## config.mk

```make
export PLATFORM = sky130hd
export DESIGN_NAME = cpa_norm
export DESIGN_NICKNAME = d
export VERILOG_FILES = /design/src/design/cpa_pkg.sv /design/src/design/cpa_norm.sv
export SDC_FILE = /design/constraint.sdc
export NUM_CORES = 1
export LEC_CHECK = 0
export BUFFER_PORTS_ARGS = -buffer_cell sky130_fd_sc_hd__buf_2
export CORE_MARGIN = 2
export CORE_UTILIZATION = 45
export DETAILED_ROUTE_END_ITERATION = 12
export PLACE_DENSITY = 0.85
export SLEW_MARGIN = 20
export SYNTH_ARGS = -nofsm -noshare
export SYNTH_HDL_FRONTEND = slang
export SYNTH_SLANG_ARGS = --single-unit
```

## constraint.sdc

```tcl
create_clock -name vclk -period 3.72
set_clock_uncertainty 0.1 [all_clocks]
set_input_delay 0.186 -clock vclk [all_inputs]
set_output_delay 0.186 -clock vclk [all_outputs]
set_load 0.02 [all_outputs]
```

## src/design/cpa_pkg.sv

```systemverilog
package cpa_pkg;

  // Palette and slot table sizes
  localparam int NumColors = 16;
  localparam int MaxSlots  = 256;

  // Fixed field widths
  localparam int ColorW     = 9;
  localparam int DefW       = 4;
  localparam int SlotLimitW = 9;
  localparam int CfgIdxW    = 2;
  localparam int CfgDataW   = 9;

  // Derived sizes
  localparam int MapSide  = NumColors + 2;
  localparam int MapDepth = MapSide * MapSide;
  localparam int MapAw    = $clog2(MapDepth);
  localparam int SlotAw   = $clog2(MaxSlots);
  localparam int LimW     = SlotAw + 1;
  localparam int MapEntW  = SlotAw + 1;
  localparam int PinBit   = SlotAw;
  localparam int CodeW    = $clog2(NumColors + 2);
  localparam int ClearLen = (MapDepth > MaxSlots) ? MapDepth : MaxSlots;
  localparam int ClrW     = $clog2(ClearLen);

  // Configuration register indexes
  typedef enum logic [CfgIdxW-1:0] {
    RegDefFg     = 2'd0,
    RegDefBg     = 2'd1,
    RegTermOk    = 2'd2,
    RegSlotLimit = 2'd3
  } cfg_reg_e;

  // Color settings seen by the request normalizer
  typedef struct packed {
    logic [DefW-1:0] def_fg;
    logic [DefW-1:0] def_bg;
    logic            term_ok;
  } cfg_t;

endpackage

```

## src/design/cpa_norm.sv

```systemverilog
module cpa_norm (
  input  logic                              opcode_i,
  input  logic signed [cpa_pkg::ColorW-1:0] fore_color_i,
  input  logic signed [cpa_pkg::ColorW-1:0] back_color_i,
  input  cpa_pkg::cfg_t                     cfg_i,
  output logic [cpa_pkg::MapAw-1:0]         idx_o,
  output logic                              skip_o
);
  import cpa_pkg::*;

  function automatic logic [CodeW-1:0] clamp_def(input logic [DefW-1:0] d);
    if (int'(d) >= NumColors) begin
      return CodeW'(NumColors - 1);
    end
    return CodeW'(d);
  endfunction

  logic             fg_dflt, bg_dflt, fg_rng, bg_rng;
  logic [CodeW-1:0] fg_code, bg_code;

  always_comb begin
    fg_dflt = (fore_color_i == '1);
    bg_dflt = (back_color_i == '1);
    fg_rng  = !fore_color_i[ColorW-1] &&
              ({1'b0, fore_color_i} < (ColorW + 1)'(NumColors));
    bg_rng  = !back_color_i[ColorW-1] &&
              ({1'b0, back_color_i} < (ColorW + 1)'(NumColors));

    // terminal default kept only when allowed, otherwise substitute
    if (fg_dflt && cfg_i.term_ok) begin
      fg_code = CodeW'(NumColors);
    end else if (fg_rng) begin
      fg_code = CodeW'(fore_color_i);
    end else begin
      fg_code = clamp_def(cfg_i.def_fg);
    end

    if (bg_dflt && cfg_i.term_ok) begin
      bg_code = CodeW'(NumColors + 1);
    end else if (bg_rng) begin
      bg_code = CodeW'(back_color_i);
    end else begin
      bg_code = clamp_def(cfg_i.def_bg);
    end

    idx_o  = MapAw'(fg_code) * MapAw'(MapSide) + MapAw'(bg_code);
    skip_o = (opcode_i && !((fg_dflt || fg_rng) && (bg_dflt || bg_rng))) ||
             (fg_code == CodeW'(NumColors) && bg_code == CodeW'(NumColors + 1));
  end

endmodule

```

### After elaboration in Yosys (flattened, before gate mapping)

Index checks and enable logic that the tools add are counted.

* reductions and logical operators: 13
* multipliers: 1
* magnitude comparators: 2
* equality and inequality tests: 4
* add/sub/neg operators: 1
* multiplexer cells: 4

Operators by type and width (number)
* $mux 5: 4
* $eq 9x9->1 const B: 2
* $lt 9x5->1 const B: 2
* $eq 5x5->1 const B: 2
* $add 9x5->9: 1
* $mul 5x4->8 const B: 1
* $logic_and 1x1->1: 7
* $logic_not 1->1: 3
* $logic_or 1x1->1: 3

* bits of input ports: 28
* bits in registers: 0
* output and inout port bits: 10
* logic and storage cells: 25

### Longest topological paths before layout

* word-level depth: 7
* depth in mapped cells: 15
* mapped depth without buffers: 15

### Worst setup path after synthesis

No wires, ideal clock.

* path type: in2out
* start: in fore_color_i[7] (netlist name)
* end: out idx_o[8] (netlist name)
* path buffers: 0
* arrival: 3.139 ns
* stages: 15
* data required time: 3.434 ns
* slack: 0.295 ns
* path through: or4_4 nor2_8 mux2i_1 nand2b_1 inv_1 ha_1 ha_1 inv_1 fa_1 nor2b_1 nand4_1 nand2_1 o21a_1 o22ai_1 a21oi_1

* word-level cells in the longest chain between the ends: 6
* elaborated cells on any way between the ends: 8
* those cells by class: 1 x add/sub; 1 x mul; 1 x order compare; 1 x eq/ne; 2 x mux; 2 x reduce/logical

Ends and longest elaborated chain
* start: declaration: RTL line cpa_norm.sv:3 `input logic signed [cpa_pkg::ColorW-1:0] fore_color_i,`
* $lt 9x5->1: RTL line cpa_norm.sv:25 `({1'b0, fore_color_i} < (ColorW + 1)'(NumColors));`
* $logic_and 1x1->1: RTL line cpa_norm.sv:24 `fg_rng = !fore_color_i[ColorW-1] &&`
* $mux 5: RTL line cpa_norm.sv:32 `end else if (fg_rng) begin`
* $mux 5 *: RTL line cpa_norm.sv:30 `if (fg_dflt && cfg_i.term_ok) begin`
* $mul 5x4->8 *: RTL line cpa_norm.sv:46 `idx_o = MapAw'(fg_code) * MapAw'(MapSide) + MapAw'(bg_code);`
* $add 9x5->9 *: RTL line cpa_norm.sv:46
* end: declaration: RTL line cpa_norm.sv:6 `output logic [cpa_pkg::MapAw-1:0] idx_o,`

Mark *: on every way between the ends. The rest lies on a longest branch, timed or not.

### Worst setup path after layout

* start: in fore_color_i[4] (netlist name)
* end: out idx_o[8] (netlist name)

The elaborated chain is that of the path after synthesis.

==> impl_results.html <==
<table>
<tr><th>Metric</th><th>Value</th></tr>
<tr><th colspan="2">Status</th></tr>
<tr><td>Status</td><td>finished clean</td></tr>
<tr><th colspan="2">Placement</th></tr>
<tr><td>Port buffer count</td><td>38</td></tr>
<tr><td>Last weighted congestion value of the routability-driven placer</td><td>0.8721</td></tr>
<tr><td>Cell count after placement</td><td>129</td></tr>
<tr><td>Post-detailed-placement half-perimeter wirelength</td><td>1.339 mm</td></tr>
<tr><th colspan="2">Route</th></tr>
<tr><td>Detail-routed net length per standard cell</td><td>11.58 um</td></tr>
<tr><td>DRT Pass-1 Iters</td><td>4</td></tr>
<tr><td>Routed Wire Length</td><td>1.528 mm</td></tr>
<tr><td>Vias per cell</td><td>5.030</td></tr>
<tr><td>DR iter-0 viols</td><td>7</td></tr>
<tr><td>Count of vias placed by the detailed router</td><td>664</td></tr>
<tr><td>Number of design rule violations left after detail routing</td><td>0</td></tr>
<tr><td>Post-route ant nets</td><td>0</td></tr>
<tr><th colspan="2">Cells and area</th></tr>
<tr><td>Fraction of layout instances using a drive strength above 1</td><td>44.07%</td></tr>
<tr><td>Most used cells in the layout excluding fill and tap cells</td><td>37 x buf_2, 8 x inv_1, 7 x ha_1</td></tr>
<tr><td>Post-layout nets</td><td>158</td></tr>
<tr><td>Leading cell type in the layout, fill and taps excluded</td><td>buf_2</td></tr>
<tr><td>P&amp;R area growth vs syn</td><td>41.67%</td></tr>
<tr><td>Number of antenna repair diodes</td><td>0</td></tr>
<tr><td>Register Area</td><td>0 um2</td></tr>
<tr><td>Count of flip-flops and latches</td><td>0</td></tr>
<tr><td>Non-Filler Instances</td><td>132</td></tr>
<tr><td>FILL cells</td><td>102</td></tr>
<tr><td>Clock buffer cells</td><td>0</td></tr>
<tr><th colspan="2">STA</th></tr>
<tr><td>Slew at the pin with the worst max-slew slack</td><td>316.1 ps</td></tr>
<tr><td>Worst slew margin relative to its limit</td><td>78.77%</td></tr>
<tr><td>Max Clock Freq</td><td>277.9 MHz</td></tr>
<tr><td>Hold Vio Cnt, Final</td><td>0</td></tr>
<tr><td>Share of the clock period used by the worst path</td><td>96.73%</td></tr>
<tr><td>Number of max-slew violations in the final report</td><td>0</td></tr>
<tr><td>Number of setup violations in the final report</td><td>0</td></tr>
<tr><td>Post-route minimum period</td><td>3598 ps</td></tr>
<tr><th colspan="2">Critical path</th></tr>
<tr><td>Worst path arrival time</td><td>3310 ps</td></tr>
<tr><td>Critical Path Sink Type</td><td>primary output</td></tr>
<tr><td>Maximum fanout along the worst path</td><td>5</td></tr>
<tr><td>Sort of element at the start of the critical path</td><td>input pin</td></tr>
<tr><td>Worst Path Required</td><td>3430 ps</td></tr>
<tr><td>Crit Path Category</td><td>in -&gt; out</td></tr>
<tr><th colspan="2">Floorplan</th></tr>
<tr><td>Die X-Extent</td><td>40.07 um</td></tr>
<tr><td>Number of top-level design ports</td><td>38</td></tr>
<tr><td>Initial Util</td><td>50.65%</td></tr>
<tr><td>Standard cell core area</td><td>0.001156 mm2</td></tr>
<tr><td>Site row count</td><td>12</td></tr>
<tr><td>Die area</td><td>0.001606 mm2</td></tr>
<tr><td>Die outline height</td><td>40.07 um</td></tr>
<tr><th colspan="2">Yosys</th></tr>
<tr><td>Count of distinct cell types in the synthesized netlist</td><td>31</td></tr>
<tr><td>Synthesized net count</td><td>116</td></tr>
<tr><td>Count of warnings emitted by yosys</td><td>0</td></tr>
<tr><td>Sequential element share of the synthesized area</td><td>0%</td></tr>
<tr><td>Synth Area per Inst</td><td>7.507 um2</td></tr>
<tr><td>Synthesized instance count</td><td>78</td></tr>
<tr><td>Cell Area, Synth</td><td>585.6 um2</td></tr>
<tr><th colspan="2">Power</th></tr>
<tr><td>Final Power</td><td>0.0001147 W</td></tr>
<tr><td>Sequential fraction of design power</td><td>0%</td></tr>
<tr><td>Internal power of the cells</td><td>0.00005180 W</td></tr>
<tr><td>Share of power burned in the clock network</td><td>0%</td></tr>
<tr><td>Fraction of power spent switching nets</td><td>54.82%</td></tr>
<tr><td>Combinational Power Share</td><td>100.0%</td></tr>
<tr><td>Leakage</td><td>0.4554 nW</td></tr>
<tr><td>Net switching power</td><td>0.00006286 W</td></tr>
<tr><td>Maximum resistive drop on vdd</td><td>0.00008105 V</td></tr>
<tr><td>Power Density</td><td>138.2 mW/mm2</td></tr>
<tr><th colspan="2">Global routing</th></tr>
<tr><td>Vias in the first global route</td><td>586</td></tr>
<tr><td>Global router's overall resource usage</td><td>20.30%</td></tr>
<tr><td>Global-route congestion overflow total</td><td>0</td></tr>
<tr><td>Global-route wire length before repair</td><td>2.311 mm</td></tr>
<tr><td>Antenna violations before repair</td><td>0</td></tr>
<tr><td>Pin count of the biggest net entering global routing</td><td>7</td></tr>
<tr><th colspan="2">Worst hold path</th></tr>
<tr><td>Min-delay worst type</td><td>in -&gt; out</td></tr>
<tr><th colspan="2">Run</th></tr>
<tr><td>Number of max-capacitance violations reported</td><td>0</td></tr>
</table>
## metal layers
layer / wire length (um) / vias to the layer above / part of all wire (%) / track usage [%]
met4: 0 / 0 / 0 / 0
met3: 73 / 0 / 4.8 / 1.111
met1: 657 / 291 / 43 / 22.37
met5: 0 / - / 0 / 0
li1: - / 356 / - / -
met2: 797 / 17 / 52 / 43.15
## power groups by stage
| stage | clock network, W | logic (W) | registers, W |
|---|---|---|---|
| floorplan | 0 | 0.0000697 | 0 |
| global placement | 0 | 0.000107 | 0 |
| detailed placement | 0 | 0.000109 | 0 |
| CTS | 0 | 0.000110 | 0 |
| global route | 0 | 0.000125 | 0 |
| finish | 0 | 0.000115 | 0 |
## synth_stat cells
master	count	area (um2)
a211o_1	1	8.760
a21o_1	3	22.52
a21oi_1	4	20.02
a22o_1	1	8.760
and2_1	2	12.51
and3_1	1	6.260
clkbuf_1	1	3.750
fa_1	2	40.04
ha_1	8	100.1
inv_1	8	30.03
inv_2	2	7.510
mux2i_1	6	60.06
mux2i_2	1	13.76
nand2_1	4	15.01
nand2b_1	1	6.260
nand3_1	2	10.01
nand4_1	3	18.77
nor2_1	4	15.01
nor2_2	1	6.260
nor2_4	1	11.26
nor2_8	1	20.02
nor2b_1	5	31.28
nor3_1	2	10.01
o21a_1	1	7.510
o21ai_0	2	10.01
o22ai_1	2	12.51
or2_1	1	6.260
or4_1	1	7.510
or4_4	1	11.26
xnor2_1	5	43.79
xor2_1	1	8.760
## what timing repair did
item	CTS	global route
pin swaps	0	6
gates resized for setup	1	5
hold buffers	0	0
setup endpoints to repair	1	2
setup buffers	0	3
## worst paths after layout
| kind | startpoint | end | slack (ps) | depth (start not counted) |
|---|---|---|---|---|
| worst min-delay path | opcode_i | skip_o | 610 | 3 |
| worst max-delay path | fore_color_i[4] | idx_o[8] | 120 | 17 |
## final cells by class
type / count / area [um2] / share of cell area (%)
timing repair buffer: 41 / 215.2 / 25.94
tap: 14 / 17.52 / 2.112
multi-input combinational: 67 / 559.3 / 67.42
inverter: 10 / 37.54 / 4.525
## worst max-delay path: stages
cell	delay, ps
buf_2	110
or4_4	570
nor2_8	170
mux2i_1	220
nand2b_4	150
inv_1	60
ha_1	280
ha_2	190
inv_1	70
fa_1	450
nor2b_2	160
nand4_1	120
nand2_2	110
o21a_1	110
o22ai_1	70
a21oi_1	130
buf_4	160
## logic make-up (layout without fill, tap and decap cells)
kind of cell,Yosys count,in the layout,share of synthesized area (%)
adder cells (fa/ha/maj),10,10,23.93
AND/OR/NAND/NOR,30,30,32.05
AO/OA/AOI/OAI,14,14,15.39
buffers and inverters,11,51,7.051
XOR/XNOR,6,6,8.974
multiplexers,7,7,12.61
## stage by stage
step           setup WS [ps]  cell area, um2  util [%]  hold slack (ps)  setup TNS (ps)
2_1_floorplan          295.3           585.6         -            469.6               0
3_3_place_gp           145.7           789.5     68.29            612.0               0
3_5_place_dp          -13.10           789.5     68.29            609.2          -13.10
4_1_cts                22.95           792.0     68.51            611.8               0
5_1_grt               -24.24           829.5     71.75            629.8          -24.24
6_report               121.6           829.5     71.75            609.6               0
No activity file was read; power rests on OpenSTA's default activity.
